$ cat src/lpar_pkg.sv
`timescale 1ns / 1ps

package lpar_pkg;

  // Link phases
  typedef enum logic [2:0] {
    PH_IDLE  = 3'd0,
    PH_RX    = 3'd1,
    PH_TX    = 3'd2,
    PH_AWAIT = 3'd3,
    PH_ACKTX = 3'd4,
    PH_DUMMY = 3'd5
  } phase_t;

  // Bus event codes
  localparam logic [2:0] CMD_RD_START = 3'd0;
  localparam logic [2:0] CMD_WR_START = 3'd1;
  localparam logic [2:0] CMD_XFER_OK  = 3'd2;
  localparam logic [2:0] CMD_XFER_ERR = 3'd3;
  localparam logic [2:0] CMD_QUEUE    = 3'd4;

  // Send completion status
  localparam logic [1:0] SENT_NONE   = 2'd0;
  localparam logic [1:0] SENT_OK     = 2'd1;
  localparam logic [1:0] SENT_FAILED = 2'd2;

  // Delivery target of a received payload
  localparam logic [1:0] DLV_NONE = 2'd0;
  localparam logic [1:0] DLV_NET  = 2'd1;
  localparam logic [1:0] DLV_LINK = 2'd2;

  localparam int HDR_W  = 11;
  localparam int TRY_W  = 4;
  localparam int CMD_W  = 3;

  // Header bit positions
  localparam int HDR_ACK   = 10;
  localparam int HDR_DUMMY = 9;
  localparam int HDR_FIRST = 8;
  localparam int HDR_VALID = 7;
  localparam int HDR_TYPE  = 6;

  localparam logic [TRY_W-1:0] RETRY_DEFAULT = 4'd3;

  localparam int IN_DATA_W  = 16;
  localparam int OUT_DATA_W = 24;

  typedef struct packed {
    phase_t             phase;
    logic [HDR_W-1:0]   hdr;
    logic [TRY_W-1:0]   tries;
    logic               req;
    logic               armed;
  } link_st_t;

  typedef struct packed {
    logic [CMD_W-1:0]   cmd;
    logic [HDR_W-1:0]   rx_hdr;
    logic               crc_ok;
    logic               msg_kind;
  } link_req_t;

  typedef struct packed {
    logic [1:0]         sent;
    logic [1:0]         dlv;
  } link_rpt_t;

endpackage

$ cat src/lpar_step.sv
`timescale 1ns / 1ps

// One event applied to the link state, handler re-entries folded in.
module lpar_step
  import lpar_pkg::*;
(
  input  link_st_t          st_i,
  input  link_req_t         req_i,
  input  logic [TRY_W-1:0]  retry_limit_i,
  output link_st_t          st_o,
  output link_rpt_t         rpt_o
);

  always_comb begin
    link_st_t        s;
    logic [1:0]      sent;
    logic [1:0]      dlv;
    logic            do_retry;
    logic            rx_good;
    logic            hdr_ready;

    s         = st_i;
    sent      = SENT_NONE;
    dlv       = DLV_NONE;
    do_retry  = 1'b0;
    hdr_ready = 1'b0;
    rx_good   = req_i.crc_ok && req_i.rx_hdr[HDR_VALID];

    case (req_i.cmd)
      CMD_RD_START: begin
        if (s.phase == PH_AWAIT) begin
          // read start ends the wait: message taken as delivered
          s.hdr   = '0;
          s.tries = retry_limit_i;
          if (s.armed) sent = SENT_OK;
          s.armed = 1'b0;
          s.phase = PH_IDLE;
        end
        hdr_ready = s.hdr[HDR_VALID] && s.hdr[HDR_FIRST];
        if (s.phase == PH_ACKTX) begin
          s.req = 1'b0;
          if (!hdr_ready) s.hdr = HDR_W'(1) << HDR_DUMMY;
          s.hdr[HDR_ACK] = 1'b1;
        end else if (hdr_ready) begin
          s.req   = 1'b0;
          s.phase = PH_TX;
        end else begin
          s.hdr   = HDR_W'(1) << HDR_DUMMY;
          s.phase = PH_DUMMY;
        end
      end
      CMD_WR_START: begin
        if (s.phase != PH_AWAIT) s.phase = PH_RX;
      end
      CMD_XFER_OK: begin
        case (s.phase)
          PH_RX, PH_AWAIT: begin
            if (s.phase == PH_AWAIT) begin
              if (req_i.rx_hdr[HDR_ACK]) begin
                s.hdr   = '0;
                s.tries = retry_limit_i;
                if (s.armed) sent = SENT_OK;
                s.armed = 1'b0;
              end else begin
                do_retry = 1'b1;
              end
            end
            if (rx_good) begin
              if (req_i.rx_hdr[HDR_FIRST])
                dlv = req_i.rx_hdr[HDR_TYPE] ? DLV_NET : DLV_LINK;
              s.phase = PH_ACKTX;
            end else begin
              s.phase = PH_IDLE;
            end
          end
          PH_TX: s.phase = PH_AWAIT;
          PH_ACKTX: begin
            if (s.hdr[HDR_VALID]) begin
              s.phase = PH_AWAIT;
            end else begin
              s.hdr   = '0;
              s.tries = retry_limit_i;
              s.phase = PH_IDLE;
            end
          end
          PH_DUMMY: begin
            s.hdr   = '0;
            s.tries = retry_limit_i;
            s.phase = PH_IDLE;
          end
          default: s.phase = PH_IDLE;
        endcase
      end
      CMD_XFER_ERR: begin
        case (s.phase)
          PH_RX: s.phase = PH_IDLE;
          PH_TX, PH_AWAIT: begin
            do_retry = 1'b1;
            s.phase  = PH_IDLE;
          end
          PH_ACKTX: begin
            if (s.hdr[HDR_VALID]) begin
              do_retry = 1'b1;
            end else begin
              s.hdr   = '0;
              s.tries = retry_limit_i;
            end
            s.phase = PH_IDLE;
          end
          PH_DUMMY: begin
            s.hdr   = '0;
            s.tries = retry_limit_i;
            s.phase = PH_IDLE;
          end
          default: s.phase = PH_IDLE;
        endcase
      end
      CMD_QUEUE: begin
        s.hdr = '0;
        s.hdr[HDR_FIRST] = 1'b1;
        s.hdr[HDR_VALID] = 1'b1;
        s.hdr[HDR_TYPE]  = req_i.msg_kind;
        s.armed = 1'b1;
        s.req   = 1'b1;
      end
      default: begin
        // unknown event: state left alone
      end
    endcase

    if (do_retry) begin
      if (s.tries <= TRY_W'(1)) begin
        s.hdr   = '0;
        s.tries = retry_limit_i;
        if (s.armed) sent = SENT_FAILED;
        s.armed = 1'b0;
      end else begin
        s.tries = s.tries - TRY_W'(1);
        s.req   = 1'b1;
      end
    end

    st_o       = s;
    rpt_o.sent = sent;
    rpt_o.dlv  = dlv;
  end

endmodule

$ cat src/link_packet_ack_retry_fsm_top.sv
`timescale 1ns / 1ps

// Slave-side link-layer transaction machine for a two-wire packet bus. Each
// request on the input stream is one bus event (in_tuser: read start, write
// start, transfer ok, transfer error, queue message) and yields exactly one
// result: the link phase after the event, the header the next transmit
// carries (dummy and ack bits included), the interrupt-request level, the
// send completion status and where a received payload goes. Requests go
// through an input register and then a result register before the result is
// presented on the output; while the output is not stalled one request is
// taken every cycle, the limit being the update of the phase/header/retry
// registers. retry_limit (cfg_wr_en/cfg_wr_data, reset 3) is picked up the
// next time the retry counter reloads; write it only while no request is in
// flight. CRC checking happens outside: its verdict arrives as crc_ok.
module link_packet_ack_retry_fsm_top
  import lpar_pkg::*;
(
  input  logic                   clk,
  input  logic                   rst_n,
  input  logic                   in_tvalid,
  output logic                   in_tready,
  // [10:0] rx_header, [11] crc_ok, [12] msg_kind, [15:13] zero
  input  logic [IN_DATA_W-1:0]   in_tdata,
  // [2:0] command
  input  logic [CMD_W-1:0]       in_tuser,
  output logic                   out_tvalid,
  input  logic                   out_tready,
  // [2:0] link_state, [13:3] send_header, [14] irq_line, [16:15] sent_status,
  // [18:17] deliver, [23:19] zero
  output logic [OUT_DATA_W-1:0]  out_tdata,
  input  logic                   cfg_wr_en,
  input  logic [TRY_W-1:0]       cfg_wr_data
);

  logic [TRY_W-1:0]      retry_limit_r;

  // input register
  logic                  s1_valid_r;
  link_req_t             s1_req_r;

  // link state
  link_st_t              st_r;
  link_st_t              st_nxt;
  link_rpt_t             rpt;

  // result register
  logic                  out_valid_r;
  logic [OUT_DATA_W-1:0] out_data_r;
  logic [OUT_DATA_W-1:0] out_data_nxt;

  logic                  s1_fire;

  // stage 1 moves on when the result register is free or being drained
  assign s1_fire   = s1_valid_r && (!out_valid_r || out_tready);
  assign in_tready = !s1_valid_r || s1_fire;

  always_ff @(posedge clk) begin
    if (!rst_n) begin
      retry_limit_r <= RETRY_DEFAULT;
    end else if (cfg_wr_en) begin
      retry_limit_r <= cfg_wr_data;
    end
  end

  always_ff @(posedge clk) begin
    if (!rst_n) begin
      s1_valid_r <= 1'b0;
    end else if (in_tready) begin
      s1_valid_r <= in_tvalid;
    end
  end

  always_ff @(posedge clk) begin
    if (in_tready && in_tvalid) begin
      s1_req_r.cmd      <= in_tuser;
      s1_req_r.rx_hdr   <= in_tdata[HDR_W-1:0];
      s1_req_r.crc_ok   <= in_tdata[HDR_W];
      s1_req_r.msg_kind <= in_tdata[HDR_W+1];
    end
  end

  lpar_step u_step (
    .st_i          (st_r),
    .req_i         (s1_req_r),
    .retry_limit_i (retry_limit_r),
    .st_o          (st_nxt),
    .rpt_o         (rpt)
  );

  // state commits only when the request's result is loaded
  always_ff @(posedge clk) begin
    if (!rst_n) begin
      st_r.phase <= PH_IDLE;
      st_r.hdr   <= '0;
      st_r.tries <= RETRY_DEFAULT;
      st_r.req   <= 1'b0;
      st_r.armed <= 1'b0;
    end else if (s1_fire) begin
      st_r <= st_nxt;
    end
  end

  assign out_data_nxt = {5'd0, rpt.dlv, rpt.sent, st_nxt.req, st_nxt.hdr, st_nxt.phase};

  always_ff @(posedge clk) begin
    if (!rst_n) begin
      out_valid_r <= 1'b0;
    end else if (s1_fire) begin
      out_valid_r <= 1'b1;
    end else if (out_tready) begin
      out_valid_r <= 1'b0;
    end
  end

  always_ff @(posedge clk) begin
    if (s1_fire) begin
      out_data_r <= out_data_nxt;
    end
  end

  assign out_tvalid = out_valid_r;
  assign out_tdata  = out_data_r;

endmodule

$ cat config.mk
export PLATFORM = sky130hd
export DESIGN_NAME = link_packet_ack_retry_fsm_top
export DESIGN_NICKNAME = d
export VERILOG_FILES = /design/src/lpar_pkg.sv /design/src/lpar_step.sv /design/src/link_packet_ack_retry_fsm_top.sv
export SDC_FILE = /design/constraint.sdc
export NUM_CORES = 1
export LEC_CHECK = 0
export CORE_MARGIN = 2
export CORE_UTILIZATION = 25
export CTS_BUF_LIST = sky130_fd_sc_hd__clkbuf_4 sky130_fd_sc_hd__clkbuf_8 sky130_fd_sc_hd__clkbuf_16
export CTS_CLUSTER_SIZE = 40
export DETAILED_ROUTE_END_ITERATION = 8
export DONT_BUFFER_PORTS = 1
export PLACE_DENSITY = 0.36
export SLEW_MARGIN = 20
export SYNTH_ARGS = -nofsm -noshare
export SYNTH_HDL_FRONTEND = slang
export SYNTH_SLANG_ARGS = --single-unit
$ cat constraint.sdc
create_clock -name clk -period 3.2 [get_ports clk]
set_input_delay 0 -clock clk [delete_from_list [all_inputs] [get_ports clk]]
set_output_delay 0 -clock clk [all_outputs]
set_load 0.01 [all_outputs]
==> impl_metrics.tcl, run 1 <==
set metrics [dict create \
    outcome "finished clean" \
    ios 54 \
    grt_pass1_wl_um 10400 \
    reg2reg_to "st_r[5]" \
    slew_violations 0 \
    grt_antenna_before_repair 0 \
    synth_top_cell_area_share_pct 31.8 \
    clock-root-buffer "clkbuf_8" \
    first_iter_violations 103 \
    syn_inst 272 \
    postRouteAntennaNets 0 \
    critPathArrivalTime_ns 3.21 \
    hp-start "rst_n" \
    grt_use_met2_pct 18.4 \
    routedWlPerCell_um 14.7 \
    period_share_pct 92.9 \
    fmax_mhz 336 \
    clk_path_buf_depth 2 \
    ys_warn_count 0 \
    reg2reg_slack_ns 0.23 \
    cts_tree "built" \
    p_per_area_nw_per_um2 435 \
    ys.flop_type "edfxtp_1" \
    worst-path-stages 11 \
    htreeDepth 2 \
    crit_type "flip-flop to flip-flop" \
    setup_tns_ns 0 \
    gp_congestion 0.765 \
    ys_ff_latch 54 \
    grt_max_degree 34 \
    grt_util_met1_pct 16.3 \
    ys_seq_area_share_pct 51.4 \
    drt-total-wl_um 6380 \
    fp-row-count 37 \
    tightest_slew_ns 0.655 \
    path_delay_family "compound AO/OA/AOI/OAI gates" \
    cap_viol_max_count 0 \
    ir_drop_uv 191 \
    hold_path.class "input port to flip-flop" \
    fin_worst_skew_ns 0.0120 \
    start_util_pct 25.6 \
    nets 326 \
    synth-edff-count 28 \
    fin_area_um2 3120 \
    synth_cell_types 57 \
    path_clk_slew_ns 0.11 \
    ff2ff_path_depth 11 \
    cts_buffers 5 \
    syn_avg_cell_area_um2 9.73 \
    area_growth_pct 18.0 \
    dieHeight_um 107 \
    clk_latency_ns 0.31 \
    gr-total-overflow 0 \
    drive_above_1_share_pct 10.1 \
    crit_path_top_delay_cell "edfxtp_1" \
    grt-busiest-layer "met2" \
    drc 0 \
    vias_per_cell 4.75 \
    r2r_start "s1_req_r[14]" \
    grt_util_met3_pct 2.55 \
    grtUsageTotal_pct 11.6 \
    die_w_um 107 \
    mappedNetlistArea_um2 2650 \
    crit_fanout 8 \
    vias 2057 \
    hpwl_um 4430 \
    end_kind "flip-flop" \
    fill_cells 1079 \
    holdPathStages 2 \
    p_leak_nw 1.14 \
    crit_top_cell "buf_4" \
    async_flop_share_pct 0 \
    fin_crit_ns 2.97 \
    finalSetupViolations 0 \
    place_area_um2 2840 \
    clock-sinks 54 \
    worst_path_largest_cell_delay_ns 0.44 \
    grt_setup_unrepaired "no" \
    holdPathEnd "st_r[0]" \
    critPathBufInv 2 \
    first_global_vias 1916 \
    crit_required_ns 3.44 \
    port_buffers 0 \
    yosysTopAreaCell "edfxtp_1" \
    synth_common_cells "edfxtp_1, nand2_1, dfxtp_1" \
    path_cells "nor3_2, nor2b_1, a211oi_2, buf_4, mux2i_1, ha_1, nor2_1, a211o_1, buf_4, o31a_1, a31oi_1" \
    drtPass1Iterations 4 \
    hold_viol 0 \
    synthTopCellsByArea "edfxtp_1, dfxtp_1, nand2_1" \
    dieArea_um2 11400 \
    cp-start-kind "flip-flop" \
    core_um2 10300 \
    n_antenna_cell 0 \
    slew_headroom_pct 56.1 \
]
-- what timing repair did --
item                       CTS  global route
hold endpoints to repair    22             0
gates resized for setup      0             1
setup endpoints to repair    0             7
hold buffers                19             0
buffers inserted             0             0
-- worst reg2reg max path, delay by kind of cell (launching register included) --
| kind | cells | cell delay [ns] |
|---|---|---|
| DFF | 1 | 0.44 |
| AOI/OAI and AO/OA | 4 | 0.80 |
| muxes | 1 | 0.30 |
| and+or+nand+nor | 3 | 0.72 |
| adders and majority gates | 1 | 0.27 |
| buffers and inverters | 2 | 0.38 |
-- layout by cell type, fill, tap and decap left out, drive strengths merged, types with 7 or more instances in the layout --
master	instances
o21ai	15
nor3	9
dfxtp	26
a21oi	17
inv	16
nand2	28
edfxtp	28
nor2b	9
buf	14
a211oi	7
dlygate4sd3	19
nor2	24
mux2i	7
-- per-stage QoR --
step / hold WS [ns] / worst slack (ns) / power [mW] / util (%) / std cells
2_1_floorplan: 0.0989 / 0.543 / 0.910 / - / 276
3_3_place_gp: 0.0674 / 0.258 / 0.950 / 27.5 / 406
3_5_place_dp: 0.0677 / 0.206 / 0.950 / 27.5 / 406
4_1_cts: 0.133 / 0.173 / 1.39 / 30.2 / 433
5_1_grt: 0.164 / 0.0116 / 1.43 / 30.3 / 433
6_report: 0.143 / 0.226 / 1.36 / 30.3 / 433
-- how the worst max path moves through the flow --
stage	startpoint	to	slack, ns
4_1_cts	s1_req_r[14]	st_r[5]	0.17
2_1_floorplan	st_r[18]	out_tdata[3]	0.54
3_3_place_gp	s1_req_r[14]	st_r[13]	0.26
3_5_place_dp	s1_req_r[14]	st_r[5]	0.21
5_1_grt	s1_req_r[14]	st_r[5]	0.01
6_report	s1_req_r[14]	st_r[5]	0.23
-- metal layers --
metal	vias up	share of wire, %
met5	-	0
met4	0	0.78
met3	4	2.5
met1	989	50
li1	1018	-
met2	46	46
-- layout make-up --
class	instances	area (µm²)	share of cell area, %
clock buffers	5	68.8	2.20
flip-flops and latches	54	1360	43.6
repair buffers	33	295	9.45
inverters	15	56.3	1.80
clock inverters	3	23.8	0.761
multi-input cells	187	1150	36.8
well taps	136	170	5.45
-- cells by family (layout without fill, tap and decap cells) --
family | Yosys count | after routing | share of synthesized area, %
adders and majority gates | 2 | 2 | 0.945
and+or+nand+nor | 99 | 99 | 19.8
buffers and inverters | 35 | 56 | 5.91
muxes | 8 | 8 | 3.07
DFF | 54 | 54 | 51.4
AOI/OAI and AO/OA | 73 | 73 | 18.7
other | 1 | 5 | 0.142
-- report_power, final --
| group | leakage [nW] | switching [mW] | total (mW) | internal (mW) |
|---|---|---|---|---|
| sequential | 0.484 | 0.0259 | 0.786 | 0.760 |
| clock | 0.0491 | 0.245 | 0.404 | 0.159 |
| combinational | 0.609 | 0.0982 | 0.169 | 0.0709 |
-- state kept, by name, summed over array words and instances (netlist names) --
name and cells:
out_tvalid 1, out_tdata 19, s1_valid_r 1, retry_limit_r 4
st_r 20, s1_req_r 9
Note: power is estimated with default switching activity, not from simulation.
==> run 2: changes to the inputs <==
--- a/config.mk
+++ b/config.mk
@@ -12,6 +12,7 @@
 export DETAILED_ROUTE_END_ITERATION = 8
 export DONT_BUFFER_PORTS = 1
 export PLACE_DENSITY = 0.36
+export RECOVER_POWER = 100
 export SLEW_MARGIN = 20
 export SYNTH_ARGS = -nofsm -noshare
 export SYNTH_HDL_FRONTEND = slang
==> run 2 against run 1 <==
Count of clock-buffer cells in the layout unchanged. Global-route usage unchanged. Sequential power about the same. Sequential share of layout area increased by 0.070 points. Cell count unchanged. Clock power about the same. Clock skew decreased by 0.00088 ns. Hold slack got worse by 0.0020 ns. Largest power group unchanged. Highest routed layer unchanged.
==> impl_metrics.tcl, run 2 (synthesized netlist as in run 1, its figures left out) <==
set metrics [dict create \
    cts_buffers 5 \
    grtUsageTotal_pct 11.6 \
    end_kind "flip-flop" \
    first_iter_violations 102 \
    grt_pass1_wl_um 10400 \
    hold_viol 0 \
    nets 326 \
    crit_fanout 8 \
    holdPathStages 2 \
    grt_max_degree 34 \
    crit_path_top_delay_cell "edfxtp_1" \
    grt_setup_unrepaired "no" \
    slew_headroom_pct 48.4 \
    fp-row-count 37 \
    hold_path.class "input port to flip-flop" \
    met1_length_um 3190 \
    critPathBufInv 2 \
    routedWlPerCell_um 14.7 \
    drive_above_1_share_pct 9.76 \
    total_power_mw 1.36 \
    die_w_um 107 \
    gp_congestion 0.765 \
    p_per_area_nw_per_um2 435 \
    cts_setup_buffers 0 \
    dr.max_layer_used "met4" \
    area_growth_pct 17.8 \
    fin_worst_skew_ns 0.0111 \
    first_global_vias 1916 \
    crit_required_ns 3.44 \
    cap_viol_max_count 0 \
    clk_latency_ns 0.31 \
    period_share_pct 91.7 \
    r2r_start "s1_req_r[14]" \
    core_um2 10300 \
    finalSetupViolations 0 \
    outcome "finished clean" \
    crit_type "flip-flop to flip-flop" \
    stdcell_count 433 \
    ir_drop_uv 191 \
    drtPass1Iterations 4 \
    dr_wl_met2_um 2950 \
    cts_tree "built" \
    tightest_slew_ns 0.774 \
    vias 2039 \
    top_register "st_r" \
    setup_tns_ns 0 \
    fmax_mhz 341 \
    hpwl_um 4430 \
    fin_crit_ns 2.94 \
    cp-start-kind "flip-flop" \
    reg2reg_slack_ns 0.26 \
    reg2reg_to "st_r[5]" \
    clk_path_buf_depth 2 \
    slew_violations 0 \
    htreeDepth 2 \
    crit_top_cell "buf_4" \
    path_cells "nor3_2, nor2b_1, a211oi_2, buf_4, mux2i_1, ha_1, nor2_1, a211o_1, buf_4, o31a_1, a31oi_1" \
    gr-total-overflow 0 \
    worst_path_largest_cell_delay_ns 0.43 \
    critPathArrivalTime_ns 3.17 \
    dieHeight_um 107 \
    holdPathEnd "st_r[0]" \
    p_leak_nw 1.14 \
    wl_met3_um 183 \
    drc 0 \
    ff2ff_path_depth 11 \
    finalWorstSetupSlack_ns 0.265 \
    vias_per_cell 4.71 \
    postRouteAntennaNets 0 \
    drt-total-wl_um 6360 \
    start_util_pct 25.6 \
    hp-start "rst_n" \
    path_delay_family "compound AO/OA/AOI/OAI gates" \
    place_area_um2 2840 \
    fin_area_um2 3120 \
    clock-sinks 54 \
    fill_cells 1080 \
    largest_reg_flops 20 \
    clock-root-buffer "clkbuf_8" \
    place_ws_ns 0.206 \
    place_inst 406 \
    ios 54 \
    grt_antenna_before_repair 0 \
    path_clk_slew_ns 0.11 \
    final_cell_mix "nand2_1, edfxtp_1, dfxtp_1, nor2_1, dlygate4sd3_1" \
    n_antenna_cell 0 \
    port_buffers 0 \
    dieArea_um2 11400 \
]
-- run 2: area by class of cell --
| class | instances | area [µm²] | area share (%) |
|---|---|---|---|
| multi-input cells | 187 | 1150 | 36.7 |
| clock buffers | 5 | 68.8 | 2.21 |
| repair buffers | 33 | 293 | 9.39 |
| well taps | 136 | 170 | 5.46 |
| clock inverters | 3 | 23.8 | 0.762 |
| inverters | 15 | 56.3 | 1.81 |
| flip-flops and latches | 54 | 1360 | 43.6 |
-- run 2: repair_timing --
action	in CTS	in global routing
hold endpoints to repair	22	0
hold buffers	19	0
endpoints found under the setup margin	0	7
resized for setup	0	1
-- run 2: stage by stage --
step	hold slack [ns]	utilization (%)
floorplan	0.0989	-
global placement	0.0674	27.5
detailed placement	0.0677	27.5
CTS	0.133	30.2
global route	0.164	30.2
finish	0.141	30.2
-- run 2: worst max path at each step --
stage | start | endpoint | slack [ns] | cells after the start
6_report | s1_req_r[14] | st_r[5] | 0.26 | 11
5_1_grt | s1_req_r[14] | st_r[10] | 0.01 | 12
4_1_cts | s1_req_r[14] | st_r[5] | 0.17 | 11
3_5_place_dp | s1_req_r[14] | st_r[5] | 0.21 | 11
3_3_place_gp | s1_req_r[14] | st_r[13] | 0.26 | 12
2_1_floorplan | st_r[18] | out_tdata[3] | 0.54 | 11
-- run 2: metal layers --
metal | GRT usage, % | up-vias
li1 | - | 1021
met1 | 16.3 | 977
met2 | 18.4 | 39
met3 | 2.55 | 2
met4 | 2.78 | 0
met5 | 0 | -
-- run 2: power breakdown --
group	internal, mW	switching, mW
registers	0.760	0.0257
logic	0.0701	0.0973
clock network	0.159	0.244
total	0.990	0.367
